## src/rtl/core/ssd_pkg.sv

```systemverilog
// Shared types, codes and glyph tables of the seven-segment scan driver.
`timescale 1ns / 1ps
`default_nettype none

package ssd_pkg;

   // Operation codes carried in the op field of a request beat.
   localparam logic [1:0] OP_TICK  = 2'd0;
   localparam logic [1:0] OP_WRITE = 2'd1;
   localparam logic [1:0] OP_LEFT  = 2'd2;
   localparam logic [1:0] OP_RIGHT = 2'd3;

   // Register indexes of the control and status port.
   localparam int unsigned CSR_INDEX_W = 3;
   localparam logic [CSR_INDEX_W-1:0] CSR_BLINK_EN_FIRST  = 3'd0;
   localparam logic [CSR_INDEX_W-1:0] CSR_BLINK_EN_SECOND = 3'd1;
   localparam logic [CSR_INDEX_W-1:0] CSR_BLINK_THRESHOLD = 3'd2;
   localparam logic [CSR_INDEX_W-1:0] CSR_SET_CODE        = 3'd3;
   localparam logic [CSR_INDEX_W-1:0] CSR_INSTRUMENT      = 3'd4;

   // Segment bits, order dp g f e d c b a.
   localparam logic [7:0] SEG_MINUS = 8'h40;
   localparam logic [7:0] SEG_POINT = 8'h80;
   localparam logic [7:0] SEG_BLANK = 8'h00;

   // Reset values of the configuration registers.
   localparam logic [8:0]  THRESHOLD_RESET = 9'd250;
   localparam logic [31:0] SET_CODE_RESET  = 32'h7FFF_FFFF;

   typedef struct packed {
      logic [1:0]         op;
      logic               display_select;
      logic signed [31:0] value;
   } req_payload_type;

   typedef struct packed {
      logic [2:0] scan_digit;
      logic       counter_reset;
      logic [7:0] segments_first;
      logic [7:0] segments_second;
      logic [1:0] cursor_position;
   } rsp_payload_type;

   // Configuration bundle handed from the register file to the control logic.
   typedef struct packed {
      logic        blink_en_first;
      logic        blink_en_second;
      logic [8:0]  blink_threshold;
      logic [31:0] set_code;
      logic        instrument;
   } cfg_type;

   // Decimal digit to segment byte.
   function automatic logic [7:0] digit_glyph(input logic [3:0] digit);
      logic [7:0] seg;
      unique case (digit)
         4'd0: seg = 8'h3F;
         4'd1: seg = 8'h06;
         4'd2: seg = 8'h5B;
         4'd3: seg = 8'h4F;
         4'd4: seg = 8'h66;
         4'd5: seg = 8'h6D;
         4'd6: seg = 8'h7D;
         4'd7: seg = 8'h07;
         4'd8: seg = 8'h7F;
         4'd9: seg = 8'h67;
         default: seg = SEG_BLANK;
      endcase
      return seg;
   endfunction

   // The -SEt- pattern, listed from position zero upward.
   function automatic logic [7:0] set_glyph(input logic [2:0] pos);
      logic [7:0] seg;
      unique case (pos)
         3'd0: seg = 8'h40;
         3'd1: seg = 8'h78;
         3'd2: seg = 8'h79;
         3'd3: seg = 8'h6D;
         3'd4: seg = 8'h40;
         default: seg = SEG_BLANK;
      endcase
      return seg;
   endfunction

endpackage

`default_nettype wire

```

## src/rtl/core/ssd_store.sv

```systemverilog
// Digit store: segment bytes of both displays in one synchronous memory.
`timescale 1ns / 1ps
`default_nettype none

module ssd_store #(
   parameter int unsigned DIGITS = 5
) (
   input  wire logic                            clock,
   input  wire logic                            reset,
   input  wire logic                            wr_en,
   input  wire logic [$clog2(2*DIGITS)-1:0]     wr_addr,
   input  wire logic [7:0]                      wr_data,
   input  wire logic                            rd_en,
   input  wire logic [$clog2(2*DIGITS)-1:0]     rd_addr_a,
   input  wire logic [$clog2(2*DIGITS)-1:0]     rd_addr_b,
   output logic [7:0]                           rd_data_a,
   output logic [7:0]                           rd_data_b
);

   localparam int unsigned DEPTH = 2 * DIGITS;

   logic [7:0]       mem [DEPTH];
   logic [DEPTH-1:0] valid_ff;
   logic [7:0]       rd_a_ff;
   logic [7:0]       rd_b_ff;

   // Entries read as segments off until first written after reset.
   always_ff @(posedge clock) begin
      if (reset) begin
         valid_ff <= '0;
      end else if (wr_en) begin
         valid_ff[wr_addr] <= 1'b1;
      end
   end

   // One write port, two registered read ports.
   always_ff @(posedge clock) begin
      if (wr_en) begin
         mem[wr_addr] <= wr_data;
      end
      if (rd_en) begin
         rd_a_ff <= valid_ff[rd_addr_a] ? mem[rd_addr_a] : ssd_pkg::SEG_BLANK;
         rd_b_ff <= valid_ff[rd_addr_b] ? mem[rd_addr_b] : ssd_pkg::SEG_BLANK;
      end
   end

   assign rd_data_a = rd_a_ff;
   assign rd_data_b = rd_b_ff;

endmodule

`default_nettype wire

```

## src/rtl/core/ssd_div10.sv

```systemverilog
// Divide-by-ten step: reciprocal multiply, then quotient and remainder.
`timescale 1ns / 1ps
`default_nettype none

module ssd_div10 (
   input  wire logic        clock,
   input  wire logic        load,
   input  wire logic [31:0] dividend,
   output logic [31:0]      quotient,
   output logic [3:0]       remainder
);

   // ceil(2^35 / 10); exact quotient for every 32-bit dividend.
   localparam logic [31:0] RECIP_TEN = 32'hCCCC_CCCD;

   logic [31:0] dividend_ff;
   logic [63:0] prod_ff;
   logic [31:0] times_ten;
   logic [31:0] diff;

   // The product is registered before the remainder is formed.
   always_ff @(posedge clock) begin
      if (load) begin
         dividend_ff <= dividend;
         prod_ff     <= dividend * RECIP_TEN;
      end
   end

   always_comb begin
      quotient  = 32'(prod_ff[63:35]);
      times_ten = {quotient[28:0], 3'b000} + {quotient[30:0], 1'b0};
      diff      = dividend_ff - times_ten;
      remainder = diff[3:0];
   end

endmodule

`default_nettype wire

```

## src/rtl/core/ssd_ctrl.sv

```systemverilog
// Sequencer: number conversion, cursor moves, scan ticks and blink timing.
`timescale 1ns / 1ps
`default_nettype none

module ssd_ctrl #(
   parameter int unsigned DIGITS       = 5,
   parameter int unsigned BLINK_PERIOD = 500
) (
   input  wire logic                         clock,
   input  wire logic                         reset,
   input  wire ssd_pkg::cfg_type             cfg,
   input  wire logic                         req_valid,
   output logic                              req_ready,
   input  wire ssd_pkg::req_payload_type     req_payload,
   output logic                              rsp_valid,
   input  wire logic                         rsp_ready,
   output ssd_pkg::rsp_payload_type          rsp_payload,
   output logic                              wr_en,
   output logic [$clog2(2*DIGITS)-1:0]       wr_addr,
   output logic [7:0]                        wr_data,
   output logic                              rd_en,
   output logic [$clog2(2*DIGITS)-1:0]       rd_addr_a,
   output logic [$clog2(2*DIGITS)-1:0]       rd_addr_b,
   input  wire logic [7:0]                   rd_data_a,
   input  wire logic [7:0]                   rd_data_b
);

   localparam int unsigned IW  = $clog2(DIGITS);
   localparam int unsigned AW  = $clog2(2 * DIGITS);
   localparam int unsigned PW  = $clog2(BLINK_PERIOD);
   localparam int unsigned CW  = (PW > 9) ? PW : 9;
   localparam int unsigned CURSOR_LIMIT = ((DIGITS - 2) < 3) ? (DIGITS - 2) : 3;
   localparam int unsigned SET_COUNT    = (DIGITS < 5) ? DIGITS : 5;
   localparam logic [1:0]    CURSOR_MAX = 2'(CURSOR_LIMIT);
   localparam logic [IW-1:0] TOP_POS    = IW'(DIGITS - 1);
   localparam logic [IW-1:0] SET_LAST   = IW'(SET_COUNT - 1);
   localparam logic [IW-1:0] POINT_POS  = IW'(3);
   localparam logic [PW-1:0] PHASE_LAST = PW'(BLINK_PERIOD - 1);

   typedef enum logic [2:0] {
      S_IDLE,
      S_SIGN,
      S_SET,
      S_MUL,
      S_DIG,
      S_TICK
   } state_type;

   state_type                 state_ff, state_in;
   logic [IW-1:0]             idx_ff, idx_in;
   logic                      disp_ff, disp_in;
   logic                      inst_ff, inst_in;
   logic                      is_set_ff, is_set_in;
   logic                      neg_ff, neg_in;
   logic [31:0]               mag_ff, mag_in;
   logic [IW-1:0]             pos_ff, pos_in;
   logic [PW-1:0]             phase_ff, phase_in;
   logic [1:0]                cursor_ff, cursor_in;
   logic                      rsp_valid_ff, rsp_valid_in;
   ssd_pkg::rsp_payload_type  rsp_ff, rsp_in;

   logic                      div_load;
   logic [31:0]               div_quotient;
   logic [3:0]                div_remainder;
   logic [31:0]               value_bits;
   logic [IW-1:0]             dig_last;
   logic [1:0]                cur_first;
   logic [1:0]                cur_second;
   logic                      phase_over;
   logic                      blank_first;
   logic                      blank_second;

   function automatic logic [AW-1:0] entry_addr(input logic disp, input logic [IW-1:0] pos);
      logic [AW-1:0] addr;
      addr = disp ? (AW'(DIGITS) + AW'(pos)) : AW'(pos);
      return addr;
   endfunction

   ssd_div10 u_div10 (
      .clock     (clock),
      .load      (div_load),
      .dividend  (mag_ff),
      .quotient  (div_quotient),
      .remainder (div_remainder)
   );

   assign req_ready   = (state_ff == S_IDLE);
   assign rsp_valid   = rsp_valid_ff;
   assign rsp_payload = rsp_ff;
   assign rd_addr_a   = entry_addr(1'b0, pos_ff);
   assign rd_addr_b   = entry_addr(1'b1, pos_ff);
   assign value_bits  = $unsigned(req_payload.value);

   // Blanking of the cursor digit in the second part of the blink period.
   always_comb begin
      cur_first    = (cfg.instrument == 1'b0) ? cursor_ff : 2'd0;
      cur_second   = (cfg.instrument == 1'b1) ? cursor_ff : 2'd0;
      phase_over   = CW'(phase_ff) > CW'(cfg.blink_threshold);
      blank_first  = cfg.blink_en_first && phase_over && (3'(cur_first) == 3'(pos_ff));
      blank_second = cfg.blink_en_second && phase_over && (3'(cur_second) == 3'(pos_ff));
      dig_last     = inst_ff ? IW'(DIGITS - 2) : TOP_POS;
   end

   // Next-state logic of the sequencer.
   always_comb begin
      state_in     = state_ff;
      idx_in       = idx_ff;
      disp_in      = disp_ff;
      inst_in      = inst_ff;
      is_set_in    = is_set_ff;
      neg_in       = neg_ff;
      mag_in       = mag_ff;
      pos_in       = pos_ff;
      phase_in     = phase_ff;
      cursor_in    = cursor_ff;
      rsp_valid_in = rsp_valid_ff;
      rsp_in       = rsp_ff;
      wr_en        = 1'b0;
      wr_addr      = entry_addr(disp_ff, idx_ff);
      wr_data      = ssd_pkg::SEG_BLANK;
      rd_en        = 1'b0;
      div_load     = 1'b0;

      if (rsp_valid_ff && rsp_ready) begin
         rsp_valid_in = 1'b0;
      end

      unique case (state_ff)
         S_IDLE: begin
            if (req_valid) begin
               unique case (req_payload.op)
                  ssd_pkg::OP_TICK: begin
                     rd_en    = 1'b1;
                     state_in = S_TICK;
                  end
                  ssd_pkg::OP_WRITE: begin
                     disp_in   = req_payload.display_select;
                     inst_in   = (req_payload.display_select == cfg.instrument);
                     neg_in    = value_bits[31];
                     mag_in    = value_bits[31] ? (32'd0 - value_bits) : value_bits;
                     is_set_in = (value_bits == cfg.set_code);
                     idx_in    = '0;
                     state_in  = S_SIGN;
                  end
                  ssd_pkg::OP_LEFT: begin
                     if (cursor_ff < CURSOR_MAX) begin
                        cursor_in = cursor_ff + 2'd1;
                     end
                  end
                  ssd_pkg::OP_RIGHT: begin
                     if (cursor_ff != 2'd0) begin
                        cursor_in = cursor_ff - 2'd1;
                     end
                  end
                  default: begin
                     state_in = S_IDLE;
                  end
               endcase
            end
         end
         // The top position first takes the sign; later writes may cover it.
         S_SIGN: begin
            wr_en    = 1'b1;
            wr_addr  = entry_addr(disp_ff, TOP_POS);
            wr_data  = neg_ff ? ssd_pkg::SEG_MINUS : ssd_pkg::SEG_BLANK;
            state_in = is_set_ff ? S_SET : S_MUL;
         end
         S_SET: begin
            wr_en   = 1'b1;
            wr_data = ssd_pkg::set_glyph(3'(idx_ff));
            if (idx_ff == SET_LAST) begin
               state_in = S_IDLE;
            end else begin
               idx_in = idx_ff + IW'(1);
            end
         end
         S_MUL: begin
            div_load = 1'b1;
            state_in = S_DIG;
         end
         // One decimal digit per pass; the instrument display gets a point
         // on position three and keeps its top position for the sign.
         S_DIG: begin
            wr_en   = 1'b1;
            wr_data = ssd_pkg::digit_glyph(div_remainder)
                    | ((inst_ff && (idx_ff == POINT_POS)) ? ssd_pkg::SEG_POINT
                                                          : ssd_pkg::SEG_BLANK);
            mag_in  = div_quotient;
            if (idx_ff == dig_last) begin
               state_in = S_IDLE;
            end else begin
               idx_in   = idx_ff + IW'(1);
               state_in = S_MUL;
            end
         end
         // Store data is ready; wait for the output register to free up.
         S_TICK: begin
            if (!rsp_valid_ff || rsp_ready) begin
               rsp_valid_in           = 1'b1;
               rsp_in.scan_digit      = 3'(pos_ff);
               rsp_in.counter_reset   = (pos_ff == '0);
               rsp_in.segments_first  = blank_first ? ssd_pkg::SEG_BLANK : rd_data_a;
               rsp_in.segments_second = blank_second ? ssd_pkg::SEG_BLANK : rd_data_b;
               rsp_in.cursor_position = cursor_ff;
               pos_in   = (pos_ff == TOP_POS) ? '0 : pos_ff + IW'(1);
               phase_in = (phase_ff == PHASE_LAST) ? '0 : phase_ff + PW'(1);
               state_in = S_IDLE;
            end
         end
         default: begin
            state_in = S_IDLE;
         end
      endcase
   end

   // State and registered outputs.
   always_ff @(posedge clock) begin
      if (reset) begin
         state_ff     <= S_IDLE;
         pos_ff       <= '0;
         phase_ff     <= '0;
         cursor_ff    <= 2'd0;
         rsp_valid_ff <= 1'b0;
      end else begin
         state_ff     <= state_in;
         pos_ff       <= pos_in;
         phase_ff     <= phase_in;
         cursor_ff    <= cursor_in;
         rsp_valid_ff <= rsp_valid_in;
      end
      idx_ff    <= idx_in;
      disp_ff   <= disp_in;
      inst_ff   <= inst_in;
      is_set_ff <= is_set_in;
      neg_ff    <= neg_in;
      mag_ff    <= mag_in;
      rsp_ff    <= rsp_in;
   end

   // The store is only written by the number conversion states.
   a_write_in_conversion: assert property (@(posedge clock) disable iff (reset)
      wr_en |-> (state_ff == S_SIGN || state_ff == S_SET || state_ff == S_DIG))
      else $error("digit store written outside a number conversion");

   // A tick beat is followed by the state that delivers its result.
   a_tick_delivers: assert property (@(posedge clock) disable iff (reset)
      (req_valid && req_ready && req_payload.op == ssd_pkg::OP_TICK)
      |=> (state_ff == S_TICK))
      else $error("scan tick not followed by result stage");

   // The cursor never leaves its range.
   a_cursor_range: assert property (@(posedge clock) disable iff (reset)
      cursor_ff <= CURSOR_MAX)
      else $error("cursor beyond its last position");

   // The restart flag marks exactly position zero.
   a_counter_reset: assert property (@(posedge clock) disable iff (reset)
      rsp_valid_ff |-> (rsp_ff.counter_reset == (rsp_ff.scan_digit == 3'd0)))
      else $error("counter restart flag disagrees with scan digit");

   // Each conversion pass multiplies before it writes a digit.
   a_mul_before_digit: assert property (@(posedge clock) disable iff (reset)
      (state_ff == S_DIG) |-> ($past(state_ff) == S_MUL))
      else $error("digit written without a fresh quotient");

endmodule

`default_nettype wire

```

## src/rtl/core/seven_segment_scan_driver_top.sv

```systemverilog
// Top level of the seven-segment scan driver with its register file.
`timescale 1ns / 1ps
`default_nettype none

// Two multiplexed displays of DIGITS digits share one scan. Request beats
// carry a scan tick, a number write or a cursor move; only a scan tick
// returns a response beat, holding both displays' segment bytes for the
// current position. The segment bytes live in one synchronous memory of
// 2*DIGITS bytes with one write port. The block takes one request at a
// time: a cursor move only updates the cursor, a scan tick passes the
// memory read, then the response register, which may wait for the output
// to be taken, and a number write passes the sign write, then one write
// per -SEt- glyph or, per decimal digit, the divide-by-ten multiplier and
// then the memory write port. The memory reads as all segments off after
// reset, with no clearing pass. Registers are to be written through the
// csr port only while the block is idle; the block does not enforce this.
module seven_segment_scan_driver_top #(
   parameter int unsigned DIGITS       = 5,
   parameter int unsigned BLINK_PERIOD = 500
) (
   input  wire logic                                clock,
   input  wire logic                                reset,
   input  wire logic                                req_valid,
   output logic                                     req_ready,
   input  wire ssd_pkg::req_payload_type            req_payload,
   output logic                                     rsp_valid,
   input  wire logic                                rsp_ready,
   output ssd_pkg::rsp_payload_type                 rsp_payload,
   input  wire logic                                csr_valid,
   output logic                                     csr_ready,
   input  wire logic [ssd_pkg::CSR_INDEX_W-1:0]     csr_index,
   input  wire logic [31:0]                         csr_data
);

   localparam int unsigned AW = $clog2(2 * DIGITS);

   ssd_pkg::cfg_type cfg_ff;
   logic             wr_en;
   logic [AW-1:0]    wr_addr;
   logic [7:0]       wr_data;
   logic             rd_en;
   logic [AW-1:0]    rd_addr_a;
   logic [AW-1:0]    rd_addr_b;
   logic [7:0]       rd_data_a;
   logic [7:0]       rd_data_b;

   assign csr_ready = 1'b1;

   // Configuration registers; writes to unknown indexes are dropped.
   always_ff @(posedge clock) begin
      if (reset) begin
         cfg_ff.blink_en_first  <= 1'b0;
         cfg_ff.blink_en_second <= 1'b0;
         cfg_ff.blink_threshold <= ssd_pkg::THRESHOLD_RESET;
         cfg_ff.set_code        <= ssd_pkg::SET_CODE_RESET;
         cfg_ff.instrument      <= 1'b1;
      end else if (csr_valid && csr_ready) begin
         unique case (csr_index)
            ssd_pkg::CSR_BLINK_EN_FIRST:  cfg_ff.blink_en_first  <= csr_data[0];
            ssd_pkg::CSR_BLINK_EN_SECOND: cfg_ff.blink_en_second <= csr_data[0];
            ssd_pkg::CSR_BLINK_THRESHOLD: cfg_ff.blink_threshold <= csr_data[8:0];
            ssd_pkg::CSR_SET_CODE:        cfg_ff.set_code        <= csr_data;
            ssd_pkg::CSR_INSTRUMENT:      cfg_ff.instrument      <= csr_data[0];
            default: begin
               cfg_ff <= cfg_ff;
            end
         endcase
      end
   end

   ssd_ctrl #(
      .DIGITS       (DIGITS),
      .BLINK_PERIOD (BLINK_PERIOD)
   ) u_ctrl (
      .clock       (clock),
      .reset       (reset),
      .cfg         (cfg_ff),
      .req_valid   (req_valid),
      .req_ready   (req_ready),
      .req_payload (req_payload),
      .rsp_valid   (rsp_valid),
      .rsp_ready   (rsp_ready),
      .rsp_payload (rsp_payload),
      .wr_en       (wr_en),
      .wr_addr     (wr_addr),
      .wr_data     (wr_data),
      .rd_en       (rd_en),
      .rd_addr_a   (rd_addr_a),
      .rd_addr_b   (rd_addr_b),
      .rd_data_a   (rd_data_a),
      .rd_data_b   (rd_data_b)
   );

   ssd_store #(
      .DIGITS (DIGITS)
   ) u_store (
      .clock     (clock),
      .reset     (reset),
      .wr_en     (wr_en),
      .wr_addr   (wr_addr),
      .wr_data   (wr_data),
      .rd_en     (rd_en),
      .rd_addr_a (rd_addr_a),
      .rd_addr_b (rd_addr_b),
      .rd_data_a (rd_data_a),
      .rd_data_b (rd_data_b)
   );

endmodule

`default_nettype wire

```

## config.mk

```make
export PLATFORM = sky130hd
export DESIGN_NAME = seven_segment_scan_driver_top
export DESIGN_NICKNAME = d
export VERILOG_FILES = /design/src/rtl/core/ssd_pkg.sv /design/src/rtl/core/ssd_store.sv /design/src/rtl/core/ssd_div10.sv /design/src/rtl/core/ssd_ctrl.sv /design/src/rtl/core/seven_segment_scan_driver_top.sv
export SDC_FILE = /design/constraint.sdc
export NUM_CORES = 2
export LEC_CHECK = 0
export BUFFER_PORTS_ARGS = -buffer_cell sky130_fd_sc_hd__buf_2
export CAP_MARGIN = 20
export CORE_ASPECT_RATIO = 1.4
export CORE_MARGIN = 5
export CORE_UTILIZATION = 50
export DETAILED_ROUTE_END_ITERATION = 12
export GPL_ROUTABILITY_DRIVEN = 0
export PLACE_DENSITY = 0.73
export REMOVE_ABC_BUFFERS = 1
export SYNTH_ARGS = -nofsm -noshare
export SYNTH_HDL_FRONTEND = slang
export SYNTH_SLANG_ARGS = --single-unit
```

## constraint.sdc

```tcl
create_clock -name clock -period 7.68 [get_ports clock]
set_clock_uncertainty 0.05 [all_clocks]
set_input_delay 0.768 -clock clock [delete_from_list [all_inputs] [get_ports clock]]
set_output_delay 0.768 -clock clock [all_outputs]
set_load 0.02 [all_outputs]
```

### After elaboration in Yosys (flattened, before gate mapping)

Memories as Yosys holds them, arrays and structs flattened. A register that Yosys moved wholly into a read port is not among the register bits.
Cells that the tools add are included.

| storage, ports and cells | value |
|---|---|
| memories kept | 2 |
| output and inout bits | 25 |
| bits in writable memories | 80 |
| ROM bits | 112 |
| input port bits | 75 |
| bits in registers | 201 |

| cells by class | value |
|---|---|
| bitwise gates (word level) | 2 |
| order comparisons | 6 |
| multipliers | 1 |
| multiplexer cells | 48 |
| equality and inequality tests | 32 |
| add/sub/neg operators | 10 |
| reductions and logical operators | 33 |

Memory list:

| name | depth | width | read ports | clocked after memory_dff | wr ports | RTL line | RTL |
|---|---|---|---|---|---|---|---|
| (name not given) | 16 | 7 | 1 | 0 | 0 | ssd_pkg.sv:56 | `unique case (digit)` |
| u_store.mem | 10 | 8 | 2 | 2 | 1 | ssd_store.sv:22 | `logic [7:0] mem [DEPTH];` |

Operator list:

| kind | number |
|---|---|
| 32-bit two-way mux | 3 |
| 32-bit by 32-bit multiplier with 64-bit output (second input constant) | 1 |
| 32-bit one-hot mux with 2 select lines | 1 |
| 32-bit == test | 1 |
| 1-bit by 32-bit subtractor with 32-bit output (first input constant) | 1 |
| 7-bit one-hot mux with 4 select lines | 1 |
| 3-bit two-way mux | 9 |
| 8-bit one-hot mux with 3 select lines | 1 |
| 3-bit by 2-bit == test with 1-bit output (second input constant) | 6 |
| 3-bit one-hot mux with 6 select lines | 1 |
| 8-bit two-way mux | 2 |
| 3-bit == test (second input constant) | 5 |
| 1-bit two-way mux | 14 |
| 3-bit zero test | 4 |
| 4-bit two-way mux | 3 |
| 2-bit AND reduction | 6 |
| 4-bit by 5-bit less-than comparator with 1-bit output (second input constant) | 2 |
| 2-bit two-way mux | 5 |
| 2-bit by 1-bit inequality test with 1-bit output (second input constant) | 5 |
| 10-bit bitwise OR | 1 |
| 5-bit AND reduction | 2 |
| 9-bit by 1-bit adder with 9-bit output (second input constant) | 1 |
| 3-bit by 1-bit == test with 1-bit output (second input constant) | 3 |
| 9-bit == test (second input constant) | 1 |
| other kinds (36) | 53 |

### Depth between registers and ports, before layout

| logic depth | value |
|---|---|
| word-level depth | 8 |
| gate-level depth with buffers | 27 |
| gate-level depth less buffers | 26 |

### Cells and area by module

Synthesis repeated with hierarchy kept, for this count alone.

| unflattened totals | value |
|---|---|
| cell total of the unflattened synthesis | 2723 |
| area, all modules | 29724.8 µm² |

Modules (own cells, without submodules):

| module | times used | cells an instance | area an instance (µm²) | sequential area each (µm²) |
|---|---|---|---|---|
| ssd_div10 | 1 | 1738 | 17844.6 | 991.0 |
| ssd_ctrl | 1 | 537 | 5207.5 | 2192.1 |
| ssd_store | 1 | 259 | 4835.9 | 3083.0 |
| seven_segment_scan_driver_top | 1 | 189 | 1836.8 | 880.8 |

### Least setup slack after synthesis

Ideal clock, no wire load.

| timing | value |
|---|---|
| path kind | register to register |
| start | register u_ctrl.mag_ff[20] |
| end | register u_ctrl.u_div10.prod_ff[57], data pin |
| cell stages (with the launch flop) | 26 |
| path slack | 0.800 ns |
| required time | 7.371 ns |
| data arrival time | 6.571 ns |
| buffers on the path | 1 |
| period minus slack after synthesis | 6.880 ns |
| cell sequence | edfxtp_1 > ha_1 > inv_1 > fa_1 > inv_1 > fa_1 > inv_1 > fa_1 > inv_1 > fa_1 > fa_1 > fa_1 > inv_1 > fa_1 > inv_1 > ha_1 > clkbuf_1 > nand2_1 > nor2_1 > nand3_1 > o211ai_1 > o211ai_1 > o31a_1 > o21ai_0 > a41oi_1 > xnor2_1 |

| on the way | value |
|---|---|
| cells in the longest elaborated chain, start to end | 1 |

RTL lines:

| what | RTL line | RTL |
|---|---|---|
| start, declared | ssd_ctrl.sv:55 | `logic [31:0] mag_ff, mag_in;` |
| start signal, assigned | ssd_ctrl.sv:236 | `mag_ff <= mag_in;` |
| 32-bit by 32-bit multiplier with 64-bit output | ssd_div10.sv:25 | `prod_ff <= dividend * RECIP_TEN;` |
| end signal, assigned | ssd_div10.sv:25 |  |
| end, declared | ssd_div10.sv:17 | `logic [63:0] prod_ff;` |

Every way passes these cells.
A chain may end at the register's enable or synchronous reset.

### Worst setup path in the final report

| timing | value |
|---|---|
| start | register u_ctrl.mag_ff[14] |
| end | register u_ctrl.u_div10.prod_ff[54], data pin |

The elaborated chain is that of the path after synthesis.

==> results.toml <==
[place]
place.port_buffers = 98
dp_cells = 3481
hpwl_um = 67400

[yosys]
ys.flop_type = "edfxtp_1"
yosysWarnings = 0
ys_seq_area_frac = 0.249
avgSynthCellArea_sq_um = 10.8
ys_async_sr_fraction = 0
synth_edf_count = 190
ys_top_cells_by_count = "546 x inv_1, 387 x fa_1, 372 x ha_1"
synth_top_area_cell = "fa_1"
synthDistinctLibCells = 63
ys_ff_latch = 262
synth.most_common_cell = "inv_1"
yosys-top-cells-area = "fa_1 27%, edfxtp_1 20%, ha_1 16%"
netlist_area_sq_mm = 0.0287
synthCells = 2653
synth.top_cell.area_share = 0.270

[clock_network]
cts-root-buf = "clkbuf_16"
clock_sinks = 262
insertion_delay_ns = 0.56
h-tree-depth = 1
cts_tree = "yes"
path_clk_slew_ns = 0.07
hold_buffers = 0
cts-buffers-inserted = 25
cts_buffer_depth = 3

[drt]
ant_nets = 0
drt_iter0_markers = 1475
viasPerCell = 5.73
drc = 0
vias = 20328
wirelength_um = 80200
dr.pass1.iters = 8
wire_per_inst_um = 22.6

[cells_and_area]
fin_util = 0.549
multiInputGateArea_sq_mm = 0.0194
fillers = 4859
final-seq-area_sq_mm = 0.00715
drive_gt1_frac = 0.103
area_growth_pct = 9.31
fin_nets = 3620
final_cell_count_no_fill = 3547
n_antenna_cell = 0

[floorplanning]
ios = 100
dieArea_sq_mm = 0.0624
core_sq_mm = 0.0573
dieHeight_um = 294
fp-row-count = 104
die_w_um = 213
start_util = 0.502

[timing]
hold_viol_final = 0
rsz0062_at_grt = "false"
clock.fmax_mhz = 133
finalMaxSlewViolations = 0
setup_viol = 0
tightest_slew_ns = 1.20
fin_crit_sh = 0.976
slew-limit-headroom = 0.198
timing.hold.ws_ns = 0.366
fin_crit_ns = 7.49

[min_path]
min_from = "csr_data[17]"
min_to = "cfg_ff[18]"
hold_path_class = "in -> reg"
hold_path_depth = 3

[setup_path]
cp_data_required_time_ns = 7.94
arrival_ns = 7.76
r2r_slack_ns = 0.19
crit_path_end_kind = "flop"
r2r-end = "u_ctrl.u_div10.prod_ff[54]"
startpoint_type = "flop"
cp_max_fo = 5
r2r_cells = 24
worstReg2RegStart = "u_ctrl.mag_ff[14]"
worstSetupPathType = "reg -> reg"

[global_routing]
gr-usage-all-layers = 0.261
overflow = 0
grt_start_max_net_pins = 65
first_global_vias = 22166
grt_first_pass_wirelength_um = 125000
antenna_found_initial = 0

[outcome]
status = "complete, no violations"

[job]
drv_cap = 0
-- flip-flops by register name, summed over array words and instances, names as in the netlist --
| name | flops |
|---|---|
| u_ctrl.cursor_ff | 2 |
| u_ctrl.idx_ff | 3 |
| cfg_ff | 44 |
| u_ctrl.disp_ff | 1 |
| u_store.rd_data_a | 8 |
| u_ctrl.neg_ff | 1 |
| u_ctrl.mag_ff | 32 |
| u_ctrl.pos_ff | 3 |
| u_ctrl.u_div10.dividend_ff | 4 |
| u_ctrl.state_ff | 3 |
| u_ctrl.phase_ff | 9 |
| u_store.valid_ff | 10 |
| u_ctrl.rsp_payload | 22 |
| u_ctrl.is_set_ff | 1 |
| u_store.mem | 80 |
| u_ctrl.u_div10.prod_ff | 29 |
| u_ctrl.rsp_valid | 1 |
| u_ctrl.inst_ff | 1 |
| u_store.rd_data_b | 8 |
-- layout by cell type, fill, tap and decap left out, types with 75 or more instances in the layout --
master and n:
fa_1 385, ha_1 363, xor2_1 107, a21oi_1 75, buf_2 98, nand2_1 169
inv_1 546, nor2_1 101, edfxtp_1 190, o21ai_0 83
-- kinds of logic after synthesis --
logic type	count (synthesis)	share of synthesized area
compound gates	330	0.0738
simple gates	468	0.0797
mux	64	0.0380
fa+ha+maj	759	0.432
xor+xnor	157	0.0479
buf+inv	612	0.0802
flops	262	0.249
other cells	1	0.000131
-- worst max path at each step --
stage	endpoint	slack [ns]	depth (start not counted)	from
4_1_cts	u_ctrl.u_div10.prod_ff[57]	0.05	25	u_ctrl.mag_ff[19]
2_1_floorplan	u_ctrl.u_div10.prod_ff[57]	0.92	24	u_ctrl.mag_ff[18]
3_3_place_gp	u_ctrl.u_div10.prod_ff[63]	0.05	21	u_ctrl.mag_ff[20]
5_1_grt	u_ctrl.u_div10.prod_ff[57]	0.0007	24	u_ctrl.mag_ff[16]
6_report	u_ctrl.u_div10.prod_ff[54]	0.19	24	u_ctrl.mag_ff[14]
3_5_place_dp	u_ctrl.u_div10.prod_ff[63]	-0.06	21	u_ctrl.mag_ff[19]
-- cell type report --
| cell class | count | share of cell area |
|---|---|---|
| multi-input cells | 1779 | 0.619 |
| flip-flops and latches | 262 | 0.228 |
| inverters | 546 | 0.0653 |
| repair buffers | 172 | 0.0338 |
| well taps | 742 | 0.0296 |
| clock buffers | 34 | 0.0220 |
| clock inverters | 12 | 0.00295 |
-- timing repair --
action	CTS	global route
buffers inserted	1	14
endpoints found under the hold margin	0	0
resized for setup	5	22
endpoints found under the setup margin	6	18
pin swaps	1	0
-- routing by layer --
metal,GRT usage,part of all wire,vias to the layer above,routed length (um)
li1,-,-,9004,-
met1,0.292,0.35,10103,28100
met2,0.450,0.50,890,39800
met3,0.0358,0.058,331,4650
met4,0.190,0.096,0,7740
met5,0,0,-,0
-- metrics by stage --
| stage | setup TNS, ns | worst slack, ns | instance area, sq um |
|---|---|---|---|
| floorplan | 0 | 0.919 | 28500 |
| global placement | 0 | 0.0456 | 30300 |
| detailed placement | -0.0605 | -0.0605 | 30300 |
| CTS | 0 | 0.0510 | 31100 |
| global route | 0 | 0.000732 | 31400 |
| finish | 0 | 0.187 | 31400 |
-- worst max-delay path, cell delays in order, from the launching register on --
cell and delay [ns]:
edfxtp_1 0.52, ha_2 0.52, inv_1 0.17, fa_1 0.53, inv_1 0.07, fa_1 0.56
inv_1 0.08, fa_1 0.50, inv_1 0.06, fa_1 0.56, fa_1 0.43, fa_1 0.51
fa_1 0.42, ha_1 0.34, a211oi_1 0.23, o21ai_0 0.17, a221oi_2 0.33, nand3_1 0.11
o211ai_1 0.19, buf_4 0.18, o31a_1 0.21, buf_4 0.14, o21bai_2 0.07, a21oi_1 0.19
xnor2_1 0.08
Power is not shown: default switching activity piles up to over one toggle a cycle in this logic, so the estimate is an artifact.
